File: src/letter_block_matrix_cipher_macros.svh
// ----------------------------------------------------------------------------
// Letter block matrix cipher - assertion macros
// Concurrent checks clocked on clk and disabled while rst_n is low.
// ----------------------------------------------------------------------------
`ifndef LETTER_BLOCK_MATRIX_CIPHER_MACROS_SVH
`define LETTER_BLOCK_MATRIX_CIPHER_MACROS_SVH

`ifndef SYNTHESIS
// Consequent checked in the same cycle as the antecedent.
`define LBMC_ASSERT_SAME(lbl, ante, cons) \
    lbl: assert property (@(posedge clk) disable iff (!rst_n) (ante) |-> (cons)) \
        else $error("lbmc check failed");
// Consequent checked in the cycle after the antecedent.
`define LBMC_ASSERT_NEXT(lbl, ante, cons) \
    lbl: assert property (@(posedge clk) disable iff (!rst_n) (ante) |=> (cons)) \
        else $error("lbmc check failed");
`else
`define LBMC_ASSERT_SAME(lbl, ante, cons)
`define LBMC_ASSERT_NEXT(lbl, ante, cons)
`endif

`endif

File: src/lbmc_pkg.sv
`timescale 1ns / 1ps
// ----------------------------------------------------------------------------
// lbmc_pkg
// Shared types, constants and helper functions of the letter block cipher.
// ----------------------------------------------------------------------------
package lbmc_pkg;

    localparam int MAX_BLOCK   = 4;
    localparam int MAX_COLS    = 4;
    localparam int KEY_ROWS    = 4;
    localparam int LEN_W       = 3;
    localparam int POS_W       = 3;
    localparam int KEY_W       = 64;
    localparam int SUM_W       = 15;
    localparam int COL_W       = 2;
    localparam int VAL_W       = 5;
    localparam int PROD_W      = VAL_W + 1 + 8;
    // Power of two so the pointers wrap on their own.
    localparam int QUEUE_DEPTH = 4;
    localparam int QPTR_W      = $clog2(QUEUE_DEPTH);
    localparam int QCNT_W      = $clog2(QUEUE_DEPTH + 1);

    localparam logic [7:0] LETTER_LOW  = 8'd64;
    localparam logic [7:0] LETTER_HIGH = 8'd91;
    localparam logic [7:0] LOWER_A     = 8'd97;
    localparam logic [7:0] LOWER_Z     = 8'd122;
    localparam logic [7:0] CASE_GAP    = 8'd32;

    typedef enum logic [1:0] {
        CFG_BLOCK_LEN = 2'd0,
        CFG_OUT_COLS  = 2'd1,
        CFG_KEY_UPPER = 2'd2,
        CFG_KEY_LOWER = 2'd3
    } lbmc_cfg_idx_t;

    typedef struct packed {
        logic [LEN_W-1:0] block_len;
        logic [LEN_W-1:0] out_cols;
        logic [KEY_W-1:0] key_upper;
        logic [KEY_W-1:0] key_lower;
    } lbmc_cfg_t;

    typedef struct packed {
        logic       mode;
        logic [7:0] char_byte;
    } lbmc_in_t;

    typedef struct packed {
        logic signed [SUM_W-1:0] sum;
        logic [COL_W-1:0]        column;
        logic                    last;
    } lbmc_out_t;

    // Classified item passed from the front end to the back end.
    typedef struct packed {
        logic             flush;
        logic [VAL_W-1:0] value;
    } lbmc_item_t;

    function automatic logic [LEN_W-1:0] clamp_block(input logic [LEN_W-1:0] v);
        logic [LEN_W-1:0] r;
        if (v == '0)
            r = LEN_W'(1);
        else if (v > LEN_W'(MAX_BLOCK))
            r = LEN_W'(MAX_BLOCK);
        else
            r = v;
        return r;
    endfunction

    function automatic logic [LEN_W-1:0] clamp_cols(input logic [LEN_W-1:0] v);
        logic [LEN_W-1:0] r;
        if (v == '0)
            r = LEN_W'(1);
        else if (v > LEN_W'(MAX_COLS))
            r = LEN_W'(MAX_COLS);
        else
            r = v;
        return r;
    endfunction

    // Signed key byte at (row, col); rows past the stored four read as zero.
    function automatic logic signed [7:0] key_entry(
        input logic [KEY_W-1:0] ku,
        input logic [KEY_W-1:0] kl,
        input logic [POS_W-1:0] row,
        input logic [COL_W-1:0] col
    );
        logic [KEY_W-1:0] word;
        logic [2:0]       slot;
        logic [7:0]       b;
        word = row[1] ? kl : ku;
        slot = {row[0], col};
        b    = word[{slot, 3'b000} +: 8];
        if (row >= POS_W'(KEY_ROWS))
            b = '0;
        return $signed(b);
    endfunction

endpackage

File: src/lbmc_front.sv
`timescale 1ns / 1ps
// ----------------------------------------------------------------------------
// lbmc_front
// Input stage: takes phrase items, maps letters to 1..26 and registers the
// classified item for the queue.
// ----------------------------------------------------------------------------
module lbmc_front (
    input  logic                 clk,
    input  logic                 rst_n,
    input  logic                 phrase_valid,
    output logic                 phrase_stall,
    input  lbmc_pkg::lbmc_in_t   phrase_item,
    output logic                 push_valid,
    input  logic                 push_ready,
    output lbmc_pkg::lbmc_item_t push_item
);
    import lbmc_pkg::*;

    logic       front_valid_reg;
    logic       front_valid_next;
    lbmc_item_t item_reg;
    lbmc_item_t item_next;
    logic [7:0] folded;
    logic       accept;

    assign phrase_stall = front_valid_reg && !push_ready;
    assign accept       = phrase_valid && !phrase_stall;
    assign push_valid   = front_valid_reg;
    assign push_item    = item_reg;

    always_comb
    begin
        // fold lower case onto upper case
        folded = phrase_item.char_byte;
        if (phrase_item.char_byte >= LOWER_A && phrase_item.char_byte <= LOWER_Z)
            folded = phrase_item.char_byte - CASE_GAP;
        item_next.flush = phrase_item.mode;
        item_next.value = '0;
        if (!phrase_item.mode && folded > LETTER_LOW && folded < LETTER_HIGH)
            item_next.value = VAL_W'(folded - LETTER_LOW);
    end

    always_comb
    begin
        front_valid_next = front_valid_reg;
        if (!phrase_stall)
            front_valid_next = phrase_valid;
    end

    always_ff @(posedge clk or negedge rst_n)
    begin
        if (!rst_n)
            front_valid_reg <= 1'b0;
        else
            front_valid_reg <= front_valid_next;
    end

    always_ff @(posedge clk)
    begin
        if (accept)
            item_reg <= item_next;
    end

endmodule

File: src/lbmc_queue.sv
`timescale 1ns / 1ps
// ----------------------------------------------------------------------------
// lbmc_queue
// Small FIFO of classified items between the front and back ends.
// ----------------------------------------------------------------------------
module lbmc_queue (
    input  logic                 clk,
    input  logic                 rst_n,
    input  logic                 push_valid,
    output logic                 push_ready,
    input  lbmc_pkg::lbmc_item_t push_item,
    output logic                 head_valid,
    output lbmc_pkg::lbmc_item_t head_item,
    input  logic                 pop
);
    import lbmc_pkg::*;

    lbmc_item_t        ent_reg [QUEUE_DEPTH];
    logic [QPTR_W-1:0] wr_ptr_reg;
    logic [QPTR_W-1:0] wr_ptr_next;
    logic [QPTR_W-1:0] rd_ptr_reg;
    logic [QPTR_W-1:0] rd_ptr_next;
    logic [QCNT_W-1:0] count_reg;
    logic [QCNT_W-1:0] count_next;
    logic              push;

    assign push_ready = count_reg != QCNT_W'(QUEUE_DEPTH);
    assign push       = push_valid && push_ready;
    assign head_valid = count_reg != '0;
    assign head_item  = ent_reg[rd_ptr_reg];

    always_comb
    begin
        wr_ptr_next = wr_ptr_reg;
        rd_ptr_next = rd_ptr_reg;
        count_next  = count_reg;
        if (push)
            wr_ptr_next = wr_ptr_reg + QPTR_W'(1);
        if (pop)
            rd_ptr_next = rd_ptr_reg + QPTR_W'(1);
        if (push && !pop)
            count_next = count_reg + QCNT_W'(1);
        else if (pop && !push)
            count_next = count_reg - QCNT_W'(1);
    end

    always_ff @(posedge clk or negedge rst_n)
    begin
        if (!rst_n)
        begin
            wr_ptr_reg <= '0;
            rd_ptr_reg <= '0;
            count_reg  <= '0;
        end
        else
        begin
            wr_ptr_reg <= wr_ptr_next;
            rd_ptr_reg <= rd_ptr_next;
            count_reg  <= count_next;
        end
    end

    always_ff @(posedge clk)
    begin
        if (push)
            ent_reg[wr_ptr_reg] <= push_item;
    end

endmodule

File: src/lbmc_back.sv
`timescale 1ns / 1ps
// ----------------------------------------------------------------------------
// lbmc_back
// Execution stage: multiplies each value into the column accumulators,
// hands finished blocks to an emit buffer; sends a sum per unstalled cycle.
// ----------------------------------------------------------------------------
module lbmc_back (
    input  logic                 clk,
    input  logic                 rst_n,
    input  lbmc_pkg::lbmc_cfg_t  cfg,
    input  logic                 head_valid,
    input  lbmc_pkg::lbmc_item_t head_item,
    output logic                 pop,
    output logic                 cipher_valid,
    input  logic                 cipher_stall,
    output lbmc_pkg::lbmc_out_t  cipher_item
);
    import lbmc_pkg::*;

    logic [POS_W-1:0]         pos_reg;
    logic [POS_W-1:0]         pos_next;
    logic signed [SUM_W-1:0]  acc_reg [MAX_COLS];
    logic signed [SUM_W-1:0]  acc_next [MAX_COLS];
    logic signed [SUM_W-1:0]  buf_reg [MAX_COLS];
    logic signed [SUM_W-1:0]  buf_next [MAX_COLS];
    logic signed [SUM_W-1:0]  sum_new [MAX_COLS];
    logic signed [PROD_W-1:0] prod [MAX_COLS];
    logic                     emit_busy_reg;
    logic                     emit_busy_next;
    logic [COL_W-1:0]         emit_idx_reg;
    logic [COL_W-1:0]         emit_idx_next;
    logic [LEN_W-1:0]         emit_n_reg;
    logic [LEN_W-1:0]         emit_n_next;
    logic                     out_valid_reg;
    logic                     out_valid_next;
    lbmc_out_t                out_item_reg;
    lbmc_out_t                out_item_next;

    logic [LEN_W-1:0] blk_len;
    logic [LEN_W-1:0] ncols;
    logic [POS_W-1:0] pos_inc;
    logic             is_flush;
    logic             complete;
    logic             emit_last;
    logic             out_ld;
    logic             send;
    logic             loadable;

    assign blk_len   = clamp_block(cfg.block_len);
    assign ncols     = clamp_cols(cfg.out_cols);
    assign pos_inc   = pos_reg + POS_W'(1);
    assign is_flush  = head_item.flush;
    assign complete  = head_valid && (is_flush ? (pos_reg != '0)
                                               : (LEN_W'(pos_inc) >= blk_len));
    assign emit_last = (LEN_W'(emit_idx_reg) + LEN_W'(1)) == emit_n_reg;
    assign out_ld    = !out_valid_reg || !cipher_stall;
    assign send      = emit_busy_reg && out_ld;
    // buffer frees up in the cycle its last sum leaves
    assign loadable  = !emit_busy_reg || (send && emit_last);
    assign pop       = head_valid && (!complete || loadable);

    assign cipher_valid = out_valid_reg;
    assign cipher_item  = out_item_reg;

    always_comb
    begin
        for (int c = 0; c < MAX_COLS; c++)
        begin
            prod[c]    = $signed({1'b0, head_item.value})
                       * key_entry(cfg.key_upper, cfg.key_lower, pos_reg, COL_W'(c));
            sum_new[c] = acc_reg[c]
                       + {{(SUM_W-PROD_W){prod[c][PROD_W-1]}}, prod[c]};
        end
    end

    always_comb
    begin
        pos_next       = pos_reg;
        acc_next       = acc_reg;
        buf_next       = buf_reg;
        emit_busy_next = emit_busy_reg;
        emit_idx_next  = emit_idx_reg;
        emit_n_next    = emit_n_reg;
        out_valid_next = out_valid_reg;
        out_item_next  = out_item_reg;

        if (send)
        begin
            out_valid_next       = 1'b1;
            out_item_next.sum    = buf_reg[emit_idx_reg];
            out_item_next.column = emit_idx_reg;
            out_item_next.last   = emit_last;
            emit_idx_next        = emit_idx_reg + COL_W'(1);
            if (emit_last)
                emit_busy_next = 1'b0;
        end
        else if (out_ld)
        begin
            out_valid_next = 1'b0;
        end

        if (pop)
        begin
            if (complete)
            begin
                for (int c = 0; c < MAX_COLS; c++)
                begin
                    buf_next[c] = is_flush ? acc_reg[c] : sum_new[c];
                    acc_next[c] = '0;
                end
                pos_next       = '0;
                emit_busy_next = 1'b1;
                emit_idx_next  = '0;
                emit_n_next    = ncols;
            end
            else if (!is_flush)
            begin
                acc_next = sum_new;
                pos_next = pos_inc;
            end
            // drop a flush with no open block
        end
    end

    always_ff @(posedge clk or negedge rst_n)
    begin
        if (!rst_n)
        begin
            pos_reg       <= '0;
            emit_busy_reg <= 1'b0;
            emit_idx_reg  <= '0;
            emit_n_reg    <= LEN_W'(1);
            out_valid_reg <= 1'b0;
            for (int c = 0; c < MAX_COLS; c++)
                acc_reg[c] <= '0;
        end
        else
        begin
            pos_reg       <= pos_next;
            emit_busy_reg <= emit_busy_next;
            emit_idx_reg  <= emit_idx_next;
            emit_n_reg    <= emit_n_next;
            out_valid_reg <= out_valid_next;
            acc_reg       <= acc_next;
        end
    end

    always_ff @(posedge clk)
    begin
        buf_reg      <= buf_next;
        out_item_reg <= out_item_next;
    end

endmodule

File: src/letter_block_matrix_cipher.sv
`timescale 1ns / 1ps
// ----------------------------------------------------------------------------
// letter_block_matrix_cipher
// Letter block matrix cipher: block dot products of mapped letters with a key.
// ----------------------------------------------------------------------------
// Usage:
//   phrase channel (phrase_valid / phrase_stall / phrase_item) carries one
//   byte or an end-of-phrase flush per item; cipher channel (cipher_valid /
//   cipher_stall / cipher_item) carries one column sum per item, column 0
//   first, with last set on the final sum of a block.
//   Config is a plain write port (cfg_write, cfg_index, cfg_data); write only
//   while the block is idle.
//   After the item that closes a block is accepted, its first sum passes
//   the front register, queue, emit buffer and output register; further
//   sums follow one per cycle unless stalled. Throughput: one item per
//   cycle while phrase_stall is low. A block sends out_cols sums through the
//   single output register; above block_len, out_cols sets the rate.
//   A four-entry queue between the input stage and the accumulator stage lets
//   bytes keep arriving while a finished block drains from the emit buffer.
//   Reset clears accumulators, block position, queue and output; block_len
//   and out_cols return to 4 and the key to zero.
//   A stalled receiver holds the current sum; the emit buffer and the queue
//   then fill and phrase_stall rises.
// ----------------------------------------------------------------------------
`include "letter_block_matrix_cipher_macros.svh"

module letter_block_matrix_cipher (
    input  logic                             clk,
    input  logic                             rst_n,
    input  logic                             phrase_valid,
    output logic                             phrase_stall,
    input  lbmc_pkg::lbmc_in_t               phrase_item,
    output logic                             cipher_valid,
    input  logic                             cipher_stall,
    output lbmc_pkg::lbmc_out_t              cipher_item,
    input  logic                             cfg_write,
    input  logic [1:0]                       cfg_index,
    input  logic [lbmc_pkg::KEY_W-1:0]       cfg_data
);
    import lbmc_pkg::*;

    lbmc_cfg_t  cfg_reg;
    lbmc_cfg_t  cfg_next;
    logic       push_valid;
    logic       push_ready;
    lbmc_item_t push_item;
    logic       head_valid;
    lbmc_item_t head_item;
    logic       q_pop;

    always_comb
    begin
        cfg_next = cfg_reg;
        if (cfg_write)
        begin
            unique case (lbmc_cfg_idx_t'(cfg_index))
                CFG_BLOCK_LEN: cfg_next.block_len = cfg_data[LEN_W-1:0];
                CFG_OUT_COLS:  cfg_next.out_cols  = cfg_data[LEN_W-1:0];
                CFG_KEY_UPPER: cfg_next.key_upper = cfg_data;
                CFG_KEY_LOWER: cfg_next.key_lower = cfg_data;
                default:       cfg_next = cfg_reg;
            endcase
        end
    end

    always_ff @(posedge clk or negedge rst_n)
    begin
        if (!rst_n)
        begin
            cfg_reg.block_len <= LEN_W'(MAX_BLOCK);
            cfg_reg.out_cols  <= LEN_W'(MAX_COLS);
            cfg_reg.key_upper <= '0;
            cfg_reg.key_lower <= '0;
        end
        else
        begin
            cfg_reg <= cfg_next;
        end
    end

    lbmc_front u_front (
        .clk          (clk),
        .rst_n        (rst_n),
        .phrase_valid (phrase_valid),
        .phrase_stall (phrase_stall),
        .phrase_item  (phrase_item),
        .push_valid   (push_valid),
        .push_ready   (push_ready),
        .push_item    (push_item)
    );

    lbmc_queue u_queue (
        .clk        (clk),
        .rst_n      (rst_n),
        .push_valid (push_valid),
        .push_ready (push_ready),
        .push_item  (push_item),
        .head_valid (head_valid),
        .head_item  (head_item),
        .pop        (q_pop)
    );

    lbmc_back u_back (
        .clk          (clk),
        .rst_n        (rst_n),
        .cfg          (cfg_reg),
        .head_valid   (head_valid),
        .head_item    (head_item),
        .pop          (q_pop),
        .cipher_valid (cipher_valid),
        .cipher_stall (cipher_stall),
        .cipher_item  (cipher_item)
    );

    // never pop an empty queue
    `LBMC_ASSERT_SAME(a_pop_valid, q_pop, head_valid)
    // the last sum of a block sits in the last column in use
    `LBMC_ASSERT_SAME(a_last_col, cipher_valid && cipher_item.last,
        cipher_item.column == COL_W'(clamp_cols(cfg_reg.out_cols) - LEN_W'(1)))
    // sums of one block go out back to back in column order
    `LBMC_ASSERT_NEXT(a_col_seq, cipher_valid && !cipher_item.last && !cipher_stall,
        cipher_valid && cipher_item.column == COL_W'($past(cipher_item.column) + 2'd1))

endmodule
File: config.mk
export PLATFORM = sky130hd
export DESIGN_NAME = letter_block_matrix_cipher
export DESIGN_NICKNAME = d
export VERILOG_FILES = /design/src/lbmc_pkg.sv /design/src/lbmc_front.sv /design/src/lbmc_queue.sv /design/src/lbmc_back.sv /design/src/letter_block_matrix_cipher.sv
export VERILOG_INCLUDE_DIRS = /design/src /design/src/src
export SDC_FILE = /design/constraint.sdc
export NUM_CORES = 1
export LEC_CHECK = 0
export BUFFER_PORTS_ARGS = -buffer_cell sky130_fd_sc_hd__buf_2
export CAP_MARGIN = 20
export CORE_AREA = 10 10 282 284
export CTS_BUF_LIST = sky130_fd_sc_hd__clkbuf_16
export DETAILED_ROUTE_END_ITERATION = 8
export DIE_AREA = 0 0 292 294
export GPL_ROUTABILITY_DRIVEN = 0
export PLACE_DENSITY = 0.49
export SYNTH_ARGS = -nofsm -noshare
export SYNTH_HDL_FRONTEND = slang
export SYNTH_SLANG_ARGS = --single-unit
File: constraint.sdc
create_clock -name clk -period 7 [get_ports clk]
set_input_delay 1.4 -clock clk [delete_from_list [all_inputs] [get_ports clk]]
set_output_delay 1.4 -clock clk [all_outputs]
set_load 0.02 [all_outputs]
==> results.py <==
metrics = {
    "place": {
        "detailedPlace.worstSlack_ps": 307.8,
        "placed_area_um2": 23590,
        "dp_hpwl_um": 41300,
        "port-buffer-count": 99,
    },
    "route": {
        "drc_errors": 0,
        "routed_via_density": 4.688,
        "vias": 14571,
        "drt_iter0_markers": 778,
        "drt-wirelength-per-cell_um": 17.49,
        "antenna_left": 0,
        "totalWireLength_um": 54370,
        "drt_first_pass_iters": 5,
    },
    "yosys": {
        "synth_cell_types": 65,
        "synth_area_um2": 21890,
        "synth-edff-count": 108,
        "synth_top_area_share_pct": 23.89,
        "synth_cells": 2009,
        "avgSynthCellArea_um2": 10.90,
        "synth_nets": 2366,
        "ys_seq_area_share_pct": 39.06,
        "synth_area_leader_cell": "dfrtp_1",
        "yosys_warnings": 0,
        "ys.flop_type": "dfrtp_1",
        "ys_ff_latch": 320,
        "synth.area.top_cells": "dfrtp_1, edfxtp_1, ha_1, fa_1, mux2_2",
        "ys_async_sr_fraction_pct": 66.25,
    },
    "clocking": {
        "cts-buffers-inserted": 40,
        "clockBufferDepth": 3,
        "htreeDepth": 2,
        "insertion_delay_ps": 570,
        "cts_sinks": 320,
        "cts.clk_slew.worst_paths_ps": 60,
        "cts_tree": "done",
        "cts_root_buffer": "clkbuf_16",
    },
    "worst_hold_path": {
        "hold_depth": 2,
        "hp-start": "u_back.emit_n_reg[0]",
        "hold_end": "u_back.emit_n_reg[0]",
        "min_path_type": "reg2reg",
    },
    "global_routing": {
        "grt_pass1_wl_um": 87810,
        "antenna_found_initial": 3,
        "grt_start_max_net_pins": 104,
        "first_global_vias": 15408,
        "grt_usage_pct": 12.72,
        "overflow": 0,
    },
    "final_layout": {
        "register_area_um2": 8557,
        "layout-drive-gt1-share_pct": 19.68,
        "area_delta_synth_final_pct": 13.58,
        "multiInputGateArea_um2": 12340,
        "n_antenna_cell": 0,
        "final_nets": 2465,
        "largest_reg_flops": 134,
        "n_fill_cell": 7389,
        "stdcell_area_um2": 24870,
    },
    "setup_path": {
        "crit_buf_inv": 3,
        "end_kind": "flop",
        "cp.arrival_ps": 6800,
        "reg2reg_slack_ps": 490,
        "r2r-end": "u_back.buf_reg[29]",
        "cp.required_ps": 7300,
        "path_max_fanout": 16,
        "r2r_cells": 25,
        "rr_startpoint": "u_back.pos_reg[0]",
        "cp_slowest_stage_delay_ps": 610,
        "startpoint_type": "flop",
        "crit_family": "adder cells",
        "crit_type": "reg2reg",
        "cp-startpoint": "u_back.pos_reg[0]",
        "slowest_stage": "dfrtp_2",
    },
    "timing": {
        "fmax_ghz": 0.1537,
        "finalSetupTns_ps": 0,
        "hold_viol_final": 0,
        "period_needed_ps": 6506,
        "skew_ps": 38.19,
        "worstMarginPinSlew_ps": 1121,
        "setup_ws_ps": 494.1,
        "finalMaxSlewViolations": 0,
        "setup_violations": 0,
        "post-route-period-util_pct": 92.94,
        "relSlewSlack_pct": 24.69,
        "hold_ws_ps": 489.8,
        "rsz0062_at_grt": "no",
    },
    "status": {
        "status": "completed",
    },
    "floorplan": {
        "die-area_um2": 85850,
        "coreArea_um2": 73950,
        "die_w_um": 292,
        "io_pins": 100,
        "fp.dieH_um": 294,
        "start_util_pct": 29.61,
        "core.rowCount": 100,
    },
    "flow_run": {
        "maxCapViolCount": 0,
    },
}
## metal layers
layer | wire length, um | track usage [%] | vias up
met2 | 24730 | 20.29 | 208
li1 | - | - | 7116
met5 | 23 | 0 | -
met1 | 26650 | 17.77 | 7181
met4 | 900 | 2.980 | 6
met3 | 2072 | 2.119 | 60
## cell usage after synthesis, types with 3 or more instances
master / n
o21ai_0: 80
or2_2: 16
mux2i_1: 13
a211oi_1: 19
a31o_2: 3
and3_1: 6
buf_2: 22
o2111ai_2: 3
nand4_1: 3
nor2_1: 166
o211ai_1: 7
clkbuf_1: 48
o21a_1: 6
a22o_1: 7
a21oi_1: 84
mux4_2: 44
dfstp_2: 3
a21o_1: 46
nand3_1: 16
edfxtp_1: 108
nor3_1: 3
xor2_1: 58
ha_1: 181
xnor2_1: 68
o21bai_1: 13
nand2b_1: 45
a31oi_1: 7
mux2_2: 142
buf_1: 4
nand2_1: 160
fa_1: 96
nor2b_1: 13
a211o_1: 7
o21ai_1: 60
and2_1: 10
inv_1: 195
dfrtp_1: 209
## worst min-delay path: cells and delay by family (launching register included)
| kind | cells | cell delay, ps |
|---|---|---|
| simple gates | 1 | 50 |
| flops | 1 | 380 |
| compound gates | 1 | 50 |
## worst max path at each step
stage                                     to  slack [ps]  depth (start not counted)
final                     u_back.buf_reg[29]         490                         25
after global routing      u_back.buf_reg[59]          50                         25
after CTS                 u_back.buf_reg[59]         290                         25
after detailed placement  u_back.buf_reg[59]         310                         25
after global placement    u_back.buf_reg[59]         400                         25
after floorplan           u_back.buf_reg[59]         810                         26
## what timing repair did
action	CTS	global route
buffers inserted	0	1
setup endpoints to repair	0	2
resized for setup	0	3
hold buffers	0	0
## stage by stage
stage               util (%)  instances
detailed placement     31.90       3033
CTS                    33.57       3106
floorplan                  -       2009
finish                 33.63       3108
global placement       31.90       3033
global route           33.63       3108
## cell usage in the layout (no fill, tap or decap), types with 68 or more instances in the layout
cell | Yosys | routed
inv_1 | 195 | 206
o21ai_0 | 80 | 78
xnor2_1 | 68 | 68
fa_1 | 96 | 96
mux2_2 | 142 | 142
nand2_1 | 160 | 159
edfxtp_1 | 108 | 108
buf_2 | 22 | 98
nor2_1 | 166 | 166
dfrtp_1 | 209 | 207
ha_1 | 181 | 181
a21oi_1 | 84 | 84
## cell type report
class / instances / share of cell area (%)
Tap cell: 969 / 4.875
Sequential cell: 320 / 34.41
Clock inverter: 31 / 0.7396
Inverter: 196 / 2.958
Clock buffer: 42 / 4.226
Multi-Input combinational cell: 1417 / 49.62
Timing Repair Buffer: 133 / 3.175
## cell families after synthesis
logic type / count (synthesis) / synth area share [%]
compound gates: 362 / 10.21
buf+inv: 272 / 4.841
flops: 320 / 39.06
simple gates: 453 / 9.304
xor+xnor: 126 / 5.041
fa+ha+maj: 277 / 19.12
mux: 199 / 12.42
Power is not shown: default switching activity piles up to over one toggle a cycle in this logic, so the estimate is an artifact.
